`config.mk`:
```
export PLATFORM = sky130hd
export DESIGN_NAME = stable_priority_queue_with_filters_unit_flat
export DESIGN_NICKNAME = d
export VERILOG_FILES = /design/src/hw/rtl/spqf_pkg.sv /design/src/hw/rtl/spqf_if.sv /design/src/hw/rtl/stable_priority_queue_with_filters_unit.sv /design/src/hw/rtl/spqf_cell.sv /design/src/flat_wrapper.sv
export VERILOG_INCLUDE_DIRS = /design/src /design/src/hw/rtl
export SDC_FILE = /design/constraint.sdc
export NUM_CORES = 2
export LEC_CHECK = 0
export BUFFER_PORTS_ARGS = -buffer_cell sky130_fd_sc_hd__clkbuf_2
export CORE_MARGIN = 2
export CORE_UTILIZATION = 40
export DETAILED_ROUTE_END_ITERATION = 16
export GPL_TIMING_DRIVEN = 0
export PLACE_DENSITY = 0.56
export SLEW_MARGIN = 10
export SYNTH_ARGS = -nofsm -noshare
export SYNTH_HDL_FRONTEND = slang
export SYNTH_HIERARCHICAL = 1
export SYNTH_SLANG_ARGS = --single-unit
```
`constraint.sdc`:
```
create_clock -name i_clk -period 13.2 [get_ports i_clk]
set_input_delay 0.66 -clock i_clk [delete_from_list [all_inputs] [get_ports i_clk]]
set_output_delay 0.66 -clock i_clk [all_outputs]
set_load 0.01 [all_outputs]
```
`src/hw/rtl/stable_priority_queue_with_filters_unit_macros.svh`:
```
// Assertion macros shared by the stable priority queue RTL
`ifndef STABLE_PRIORITY_QUEUE_WITH_FILTERS_UNIT_MACROS_SVH
`define STABLE_PRIORITY_QUEUE_WITH_FILTERS_UNIT_MACROS_SVH

// Same-cycle implication, disabled while reset is asserted
`define SPQF_ASSERT_IMPL(label, clk, rst_n, ante, cons, msg) \
    label: assert property (@(posedge clk) disable iff (!rst_n) (ante) |-> (cons)) \
        else $error(msg);

// Next-cycle implication, disabled while reset is asserted
`define SPQF_ASSERT_NEXT(label, clk, rst_n, ante, cons, msg) \
    label: assert property (@(posedge clk) disable iff (!rst_n) (ante) |=> (cons)) \
        else $error(msg);

`endif

```
`src/hw/rtl/spqf_pkg.sv`:
```
// Types, codes and sizes of the stable priority queue
package spqf_pkg;

    localparam int DEPTH = 16;
    localparam int CNT_W = $clog2(DEPTH + 1);
    localparam int IDX_W = $clog2(DEPTH);
    localparam int SUM_W = $clog2(2 * DEPTH);

    typedef enum logic [2:0] {
        CMD_ADD   = 3'd0,
        CMD_POP   = 3'd1,
        CMD_ALL   = 3'd2,
        CMD_GPA   = 3'd3,
        CMD_GRADE = 3'd4
    } t_cmd;

    typedef enum logic [1:0] {
        STAT_ENTRY = 2'd0,
        STAT_ADDED = 2'd1,
        STAT_FULL  = 2'd2,
        STAT_EMPTY = 2'd3
    } t_status;

    typedef enum logic [1:0] {
        ST_IDLE,
        ST_EXEC,
        ST_LIST
    } t_state;

    typedef enum logic [1:0] {
        CELL_HOLD,
        CELL_INSERT,
        CELL_SHIFT
    } t_cell_op;

    typedef struct packed {
        logic [31:0] id;
        logic [7:0]  grade;
        logic [8:0]  gpa;
        logic [7:0]  attempts;
    } t_rec;

    typedef struct packed {
        t_cell_op   op;
        logic [2:0] mode;
        t_rec       key;
    } t_cell_ctrl;

    typedef struct packed {
        t_status status;
        t_rec    rec;
        logic    last;
    } t_result;

endpackage

```
`src/hw/rtl/spqf_if.sv`:
```
// Valid/ready channel interfaces for command words and result words
interface spqf_in_if;
    logic        valid;
    logic        ready;
    logic [2:0]  command;
    logic [31:0] student_id;
    logic [7:0]  grade_letter;
    logic [8:0]  gpa_value;
    logic [7:0]  attempts_count;

    modport source (output valid, command, student_id, grade_letter, gpa_value,
                    attempts_count, input ready);
    modport sink (input valid, command, student_id, grade_letter, gpa_value,
                  attempts_count, output ready);
endinterface

interface spqf_out_if;
    logic        valid;
    logic        ready;
    logic [1:0]  status;
    logic [31:0] entry_id;
    logic [7:0]  entry_grade;
    logic [8:0]  entry_gpa;
    logic [7:0]  entry_attempts;
    logic        last;

    modport source (output valid, status, entry_id, entry_grade, entry_gpa,
                    entry_attempts, last, input ready);
    modport sink (input valid, status, entry_id, entry_grade, entry_gpa,
                  entry_attempts, last, output ready);
endinterface

```
`src/hw/rtl/stable_priority_queue_with_filters_unit.sv`:
```
// Stable priority queue top: command control, ring of record cells, result register.
// Add and pop: an accepted word waits in ST_EXEC until the result register is free, then executes and loads it.
// List commands rotate the DEPTH-cell ring once, one cell per cycle, pausing while a matching
// entry waits on the result register; a list with no match leaves the ring untouched.
// Throughput: one command at a time; the rotation length sets the list command cost.
// Reset (synchronous, active low) clears occupancy, control and result valid; cells keep data.
module stable_priority_queue_with_filters_unit (
    input  logic i_clk,
    input  logic i_rst_n,
    spqf_in_if.sink    i_in,
    spqf_out_if.source o_out
);
    import spqf_pkg::*;

    `include "stable_priority_queue_with_filters_unit_macros.svh"

    // control registers
    t_state            r_state;
    t_state            n_state;
    logic [2:0]        r_cmd;
    t_rec              r_key;
    logic [CNT_W-1:0]  r_occ;
    logic [CNT_W-1:0]  n_occ;
    logic [IDX_W-1:0]  r_k;
    logic [IDX_W-1:0]  n_k;

    // result register
    logic              r_out_valid;
    t_result           r_out;
    t_result           n_out;
    logic              w_out_load;
    logic              w_slot_free;

    // cell ring
    t_cell_ctrl        w_ctrl;
    t_rec              w_rec   [DEPTH];
    logic [DEPTH-1:0]  w_keep;
    logic [DEPTH-1:0]  w_match;
    logic [DEPTH-1:0]  w_valid;
    logic [DEPTH-1:0]  w_live;

    logic              w_accept;
    logic              w_any;
    logic              w_rest;
    logic              w_head_sel;

    assign w_accept    = i_in.valid && i_in.ready;
    assign w_slot_free = !r_out_valid || o_out.ready;

    // Cell i holds a record when i is below occupancy. During a list pass the
    // ring has turned r_k places, so cell i then holds original entry i + r_k.
    genvar gi;
    generate
        for (gi = 0; gi < DEPTH; gi++) begin : g_cell
            localparam int RIGHT = (gi + 1) % DEPTH;
            localparam int LEFT  = (gi + DEPTH - 1) % DEPTH;
            logic w_prev_keep;

            assign w_valid[gi] = (CNT_W'(gi) < r_occ);
            assign w_live[gi]  = (SUM_W'(gi) + SUM_W'(r_k)) < SUM_W'(r_occ);

            if (gi == 0) begin : g_head
                // head boundary: a key that no cell keeps lands in the head
                assign w_prev_keep = 1'b1;
            end else begin : g_body
                assign w_prev_keep = w_keep[gi-1];
            end

            spqf_cell u_cell (
                .i_clk       (i_clk),
                .i_ctrl      (w_ctrl),
                .i_valid     (w_valid[gi]),
                .i_prev_keep (w_prev_keep),
                .i_left      (w_rec[LEFT]),
                .i_right     (w_rec[RIGHT]),
                .o_rec       (w_rec[gi]),
                .o_keep      (w_keep[gi]),
                .o_match     (w_match[gi])
            );
        end
    endgenerate

    // any selected entry still ahead in this pass, with and without the head
    assign w_any      = |(w_match & w_live);
    assign w_rest     = |(w_match & w_live & {{(DEPTH-1){1'b1}}, 1'b0});
    assign w_head_sel = w_match[0] && w_live[0];

    always_comb begin
        n_state     = r_state;
        n_occ       = r_occ;
        n_k         = r_k;
        w_out_load  = 1'b0;
        n_out       = '0;
        n_out.last  = 1'b1;
        w_ctrl.op   = CELL_HOLD;
        w_ctrl.mode = r_cmd;
        w_ctrl.key  = r_key;
        i_in.ready  = 1'b0;

        case (r_state)
            ST_IDLE: begin
                i_in.ready = 1'b1;
                // ready is high here, so a valid word is taken at this edge
                if (i_in.valid) begin
                    case (i_in.command)
                        CMD_ADD, CMD_POP:           n_state = ST_EXEC;
                        CMD_ALL, CMD_GPA, CMD_GRADE: begin
                            n_state = ST_LIST;
                            n_k     = '0;
                        end
                        // unused codes: drop the word, no result
                        default:                    n_state = ST_IDLE;
                    endcase
                end
            end

            ST_EXEC: begin
                if (w_slot_free) begin
                    w_out_load = 1'b1;
                    n_state    = ST_IDLE;
                    if (r_cmd == CMD_ADD) begin
                        if (r_occ == CNT_W'(DEPTH)) begin
                            n_out.status = STAT_FULL;
                        end else begin
                            n_out.status = STAT_ADDED;
                            w_ctrl.op    = CELL_INSERT;
                            n_occ        = r_occ + CNT_W'(1);
                        end
                    end else begin
                        if (r_occ == '0) begin
                            n_out.status = STAT_EMPTY;
                        end else begin
                            // pop: hand out the head, advance the chain left
                            n_out.status = STAT_ENTRY;
                            n_out.rec    = w_rec[0];
                            w_ctrl.op    = CELL_SHIFT;
                            n_occ        = r_occ - CNT_W'(1);
                        end
                    end
                end
            end

            ST_LIST: begin
                if (r_k == '0 && !w_any) begin
                    // nothing selected: report no match, ring untouched
                    if (w_slot_free) begin
                        w_out_load   = 1'b1;
                        n_out.status = STAT_EMPTY;
                        n_state      = ST_IDLE;
                    end
                end else if (!w_head_sel || w_slot_free) begin
                    if (w_head_sel) begin
                        w_out_load   = 1'b1;
                        n_out.status = STAT_ENTRY;
                        n_out.rec    = w_rec[0];
                        n_out.last   = !w_rest;
                    end
                    // turn the whole ring so the order is back after DEPTH steps
                    w_ctrl.op = CELL_SHIFT;
                    if (r_k == IDX_W'(DEPTH - 1)) begin
                        n_k     = '0;
                        n_state = ST_IDLE;
                    end else begin
                        n_k = r_k + IDX_W'(1);
                    end
                end
            end

            default: n_state = ST_IDLE;
        endcase
    end

    always_ff @(posedge i_clk) begin
        if (!i_rst_n) begin
            r_state     <= ST_IDLE;
            r_occ       <= '0;
            r_k         <= '0;
            r_out_valid <= 1'b0;
        end else begin
            r_state <= n_state;
            r_occ   <= n_occ;
            r_k     <= n_k;
            if (w_out_load) begin
                r_out_valid <= 1'b1;
            end else if (o_out.ready) begin
                r_out_valid <= 1'b0;
            end
        end
    end

    always_ff @(posedge i_clk) begin
        if (w_accept) begin
            r_cmd          <= i_in.command;
            r_key.id       <= i_in.student_id;
            r_key.grade    <= i_in.grade_letter;
            r_key.gpa      <= i_in.gpa_value;
            r_key.attempts <= i_in.attempts_count;
        end
        if (w_out_load) begin
            r_out <= n_out;
        end
    end

    assign o_out.valid          = r_out_valid;
    assign o_out.status         = r_out.status;
    assign o_out.entry_id       = r_out.rec.id;
    assign o_out.entry_grade    = r_out.rec.grade;
    assign o_out.entry_gpa      = r_out.rec.gpa;
    assign o_out.entry_attempts = r_out.rec.attempts;
    assign o_out.last           = r_out.last;

    `SPQF_ASSERT_IMPL(a_occ_bound, i_clk, i_rst_n, 1'b1, r_occ <= CNT_W'(DEPTH), "occupancy above depth")
    `SPQF_ASSERT_IMPL(a_load_free, i_clk, i_rst_n, w_out_load, w_slot_free, "result overwritten before taken")
    `SPQF_ASSERT_IMPL(a_mid_in_list, i_clk, i_rst_n, w_out_load && !n_out.last, r_state == ST_LIST, "non-final result outside list")
    `SPQF_ASSERT_NEXT(a_no_grow, i_clk, i_rst_n, r_state != ST_EXEC || r_cmd != CMD_ADD, r_occ <= $past(r_occ), "occupancy grew without add")
    `SPQF_ASSERT_IMPL(a_list_restore, i_clk, i_rst_n, r_state == ST_LIST && n_state == ST_IDLE, r_k == '0 || r_k == IDX_W'(DEPTH - 1), "list left ring turned")

endmodule

```
`src/hw/rtl/spqf_cell.sv`:
```
// One queue cell: holds a record, inserts, shifts and matches filters
module spqf_cell (
    input  logic                i_clk,
    input  spqf_pkg::t_cell_ctrl i_ctrl,
    input  logic                i_valid,
    input  logic                i_prev_keep,
    input  spqf_pkg::t_rec      i_left,
    input  spqf_pkg::t_rec      i_right,
    output spqf_pkg::t_rec      o_rec,
    output logic                o_keep,
    output logic                o_match
);
    import spqf_pkg::*;

    t_rec r_rec;
    t_rec n_rec;

    assign o_rec  = r_rec;
    // stay in place on insert: valid and not below the new key
    assign o_keep = i_valid && (r_rec.attempts >= i_ctrl.key.attempts);

    always_comb begin
        case (i_ctrl.mode)
            CMD_GPA:   o_match = (r_rec.gpa >= i_ctrl.key.gpa);
            CMD_GRADE: o_match = (r_rec.grade <= i_ctrl.key.grade);
            default:   o_match = 1'b1;
        endcase
    end

    always_comb begin
        n_rec = r_rec;
        case (i_ctrl.op)
            CELL_INSERT: begin
                if (!o_keep) begin
                    n_rec = i_prev_keep ? i_ctrl.key : i_left;
                end
            end
            CELL_SHIFT: n_rec = i_right;
            default:    n_rec = r_rec;
        endcase
    end

    always_ff @(posedge i_clk) begin
        r_rec <= n_rec;
    end

endmodule

```
`src/flat_wrapper.sv`:
```
// flat-port wrapper written by rule: the top's interface ports become plain ports
module stable_priority_queue_with_filters_unit_flat import spqf_pkg::*;
  (i_clk, i_rst_n, i_in_valid, i_in_command, i_in_student_id, i_in_grade_letter, i_in_gpa_value, i_in_attempts_count, i_in_ready, o_out_valid, o_out_status, o_out_entry_id, o_out_entry_grade, o_out_entry_gpa, o_out_entry_attempts, o_out_last, o_out_ready);
  spqf_in_if i_in_i ();
  spqf_out_if o_out_i ();
  input  logic i_clk;
  input  logic i_rst_n;
  input wire logic [$bits(i_in_i.valid)-1:0] i_in_valid;
  input wire logic [$bits(i_in_i.command)-1:0] i_in_command;
  input wire logic [$bits(i_in_i.student_id)-1:0] i_in_student_id;
  input wire logic [$bits(i_in_i.grade_letter)-1:0] i_in_grade_letter;
  input wire logic [$bits(i_in_i.gpa_value)-1:0] i_in_gpa_value;
  input wire logic [$bits(i_in_i.attempts_count)-1:0] i_in_attempts_count;
  output wire logic [$bits(i_in_i.ready)-1:0] i_in_ready;
  output wire logic [$bits(o_out_i.valid)-1:0] o_out_valid;
  output wire logic [$bits(o_out_i.status)-1:0] o_out_status;
  output wire logic [$bits(o_out_i.entry_id)-1:0] o_out_entry_id;
  output wire logic [$bits(o_out_i.entry_grade)-1:0] o_out_entry_grade;
  output wire logic [$bits(o_out_i.entry_gpa)-1:0] o_out_entry_gpa;
  output wire logic [$bits(o_out_i.entry_attempts)-1:0] o_out_entry_attempts;
  output wire logic [$bits(o_out_i.last)-1:0] o_out_last;
  input wire logic [$bits(o_out_i.ready)-1:0] o_out_ready;
  assign i_in_i.valid = i_in_valid;
  assign i_in_i.command = i_in_command;
  assign i_in_i.student_id = i_in_student_id;
  assign i_in_i.grade_letter = i_in_grade_letter;
  assign i_in_i.gpa_value = i_in_gpa_value;
  assign i_in_i.attempts_count = i_in_attempts_count;
  assign i_in_ready = i_in_i.ready;
  assign o_out_valid = o_out_i.valid;
  assign o_out_status = o_out_i.status;
  assign o_out_entry_id = o_out_i.entry_id;
  assign o_out_entry_grade = o_out_i.entry_grade;
  assign o_out_entry_gpa = o_out_i.entry_gpa;
  assign o_out_entry_attempts = o_out_i.entry_attempts;
  assign o_out_last = o_out_i.last;
  assign o_out_i.ready = o_out_ready;
  stable_priority_queue_with_filters_unit u_core (.i_clk(i_clk), .i_rst_n(i_rst_n), .i_in(i_in_i), .o_out(o_out_i));
endmodule
```
==> results.cfg <==
[critical_path]
reg2reg_depth = 26
cpPeakStageDelay_ps = 990
start_kind = register
cp_max_fo = 48
reg2reg_from = u_core/r_key[10]
cpMostUsedCell = buf_6
required_ps = 13720
crit_slowest_cell = a221oi_1
r2r-end = u_core/g_cell[5].u_cell/o_rec[20]
worstPathArrival_ps = 8040
reg2reg_slack_ps = 5680
end_kind = register
worst-setup-path-type = register to register

[global_route]
grt_antenna_before_repair = 19
grt_max_degree = 49
grt_pass1_vias = 48180
grt_util_all_layers = 0.2705
gr-total-overflow = 0
grt_first_pass_wirelength_um = 324400

[synth]
synth.avg_cell_area_um2 = 10.71
syn_nets = 6495
ys_warn_count = 6
syn_inst = 5966
syn_area_um2 = 63890

[sta]
tightest_slew_ps = 1356
hold_viol_final = 0
clock_skew_ps = 76.67
fmax_mhz = 133.0
setup_tns_ps = 0
layout_setup_ws_ps = 5681
slew_headroom = 0.09599
period_share = 0.5696
min_period_ps = 7519
setup_viol = 0
drv_slew = 0
rsz0062_at_grt = no

[cts]
clk_path_buf_depth = 3
cts_sinks = 1044
postCtsHoldBufs = 0
root_buffer = clkbuf_16
postCtsSetupBuffers = 0
clk_pin_slew_ps = 60
ctsHtreeMaxLevel = 3
cts_tree = yes
clk-insertion-delay-late_ps = 790
numCtsBuffers = 120
cts_resized = 0

[worst_hold_path]
min-delay-start = i_in_student_id[6]
min_to = u_core/r_key[31]
min_path_type = input port to register
hold_path_depth = 1

[drt]
drt-wirelength-per-cell_um = 26.44
totalWireLength_um = 225700
drt-initial-drc-count = 5172
firstDrtPassIters = 6
vias_per_cell = 5.741
drc_errors = 0
ant_nets = 0
num_vias = 48990

[die]
io_pins = 126
fp-row-count = 146
start_util = 0.4029
core_um2 = 158600
die-area_um2 = 162900
die_height_um = 403.7
die_w_um = 403.7

[placement]
placed_area_um2 = 69160
portBuffers = 125
place_ws_ps = 5731
hpwl_um = 169200
place_congestion = 0.9390
placed_cells = 8292

[finish]
stdcell_area_um2 = 73250
drive_gt1_frac = 0.1138
final_common_cell = nand2_1
instances_no_fill = 8534
post-route-util = 0.4619
final_nets = 6879
nFillCells = 14790
final_cell_mix = nand2_1 (1033), edfxtp_1 (1032), o21ai_0 (966)
area_growth_pct = 14.64

[power]
pwr-share-seq = 0.489
pwr-share-clk = 0.431
power_switching_share = 0.2517
switchingPower_w = 0.001946
ir_drop_uv = 114.9
internal_power_w = 0.005787
power.density_nw_per_um2 = 105.6
p_leak_nw = 25.58
p_comb_frac = 0.081

[flow_run]
drv_cap = 0

[run_status]
run_status = finished, final reports clean
==> sequential cells by signal (all words and copies together), names as in the netlist, 4 cells and up <==
register and cells:
u_core/o_out.entry_attempts 8, u_core/o_out.entry_id 32, u_core/r_k 4, u_core/g_cell.u_cell/o_rec 912
u_core/o_out.entry_gpa 9, u_core/r_key 57, u_core/r_occ 5, u_core/o_out.entry_grade 8
==> layer usage <==
metal  GRT usage  wire [um]  vias up
li1            -          -    22410
met5           0         22        -
met4     0.09571       7673        4
met3     0.05816      20430      360
met2      0.4210     100100     2141
met1      0.3715      97400    24070
==> power groups by stage <==
stage	registers (W)	logic [W]	clock network, W
global placement	0.00390	0.000499	0
CTS	0.00378	0.000596	0.00339
detailed placement	0.00385	0.000594	0
global route	0.00378	0.000686	0.00350
floorplan	0.00382	0.000365	0
finish	0.00378	0.000625	0.00333
==> per-stage QoR <==
stage	hold WS, ps	total power, W
floorplan	502.3	0.004184
global placement	523.7	0.004395
detailed placement	536.6	0.004447
CTS	7.651	0.007766
global route	34.38	0.007971
finish	49.74	0.007733
==> area by class of cell <==
class                   instances  area [um2]  area share
plain buffers                 337        1793     0.02448
repair buffers                262        2676     0.03654
clock buffers                 146        3122     0.04262
clock inverters                78       729.5    0.009959
flip-flops and latches       1044       31230      0.4264
well taps                    2072        2592     0.03539
diodes                         10       25.02   0.0003416
multi-input cells            4131       29370      0.4010
inverters                     454        1704     0.02327
==> critical path: cells and delay by family (launching register included) <==
family / cells / cell delay (ps)
buffers and inverters: 11 / 2160
flip-flops: 1 / 890
adder cells (fa/ha/maj): 1 / 300
AO/OA/AOI/OAI: 7 / 1850
AND/OR/NAND/NOR: 7 / 1950
==> worst max-delay path by stage <==
stage	start	to	slack [ps]	cells past startpoint
floorplan	u_core/r_cmd[1]	u_core/g_cell[15].u_cell/o_rec[0]	3920	5
finish	u_core/r_key[10]	u_core/g_cell[5].u_cell/o_rec[20]	5680	26
global route	u_core/r_key[10]	u_core/g_cell[5].u_cell/o_rec[21]	5360	26
detailed placement	u_core/r_key[10]	u_core/g_cell[13].u_cell/o_rec[25]	5730	26
global placement	u_core/r_cmd[0]	u_core/g_cell[0].u_cell/o_rec[29]	-4910	5
CTS	u_core/r_key[10]	u_core/g_cell[13].u_cell/o_rec[25]	5750	26
(Power assumes the default switching activity.)
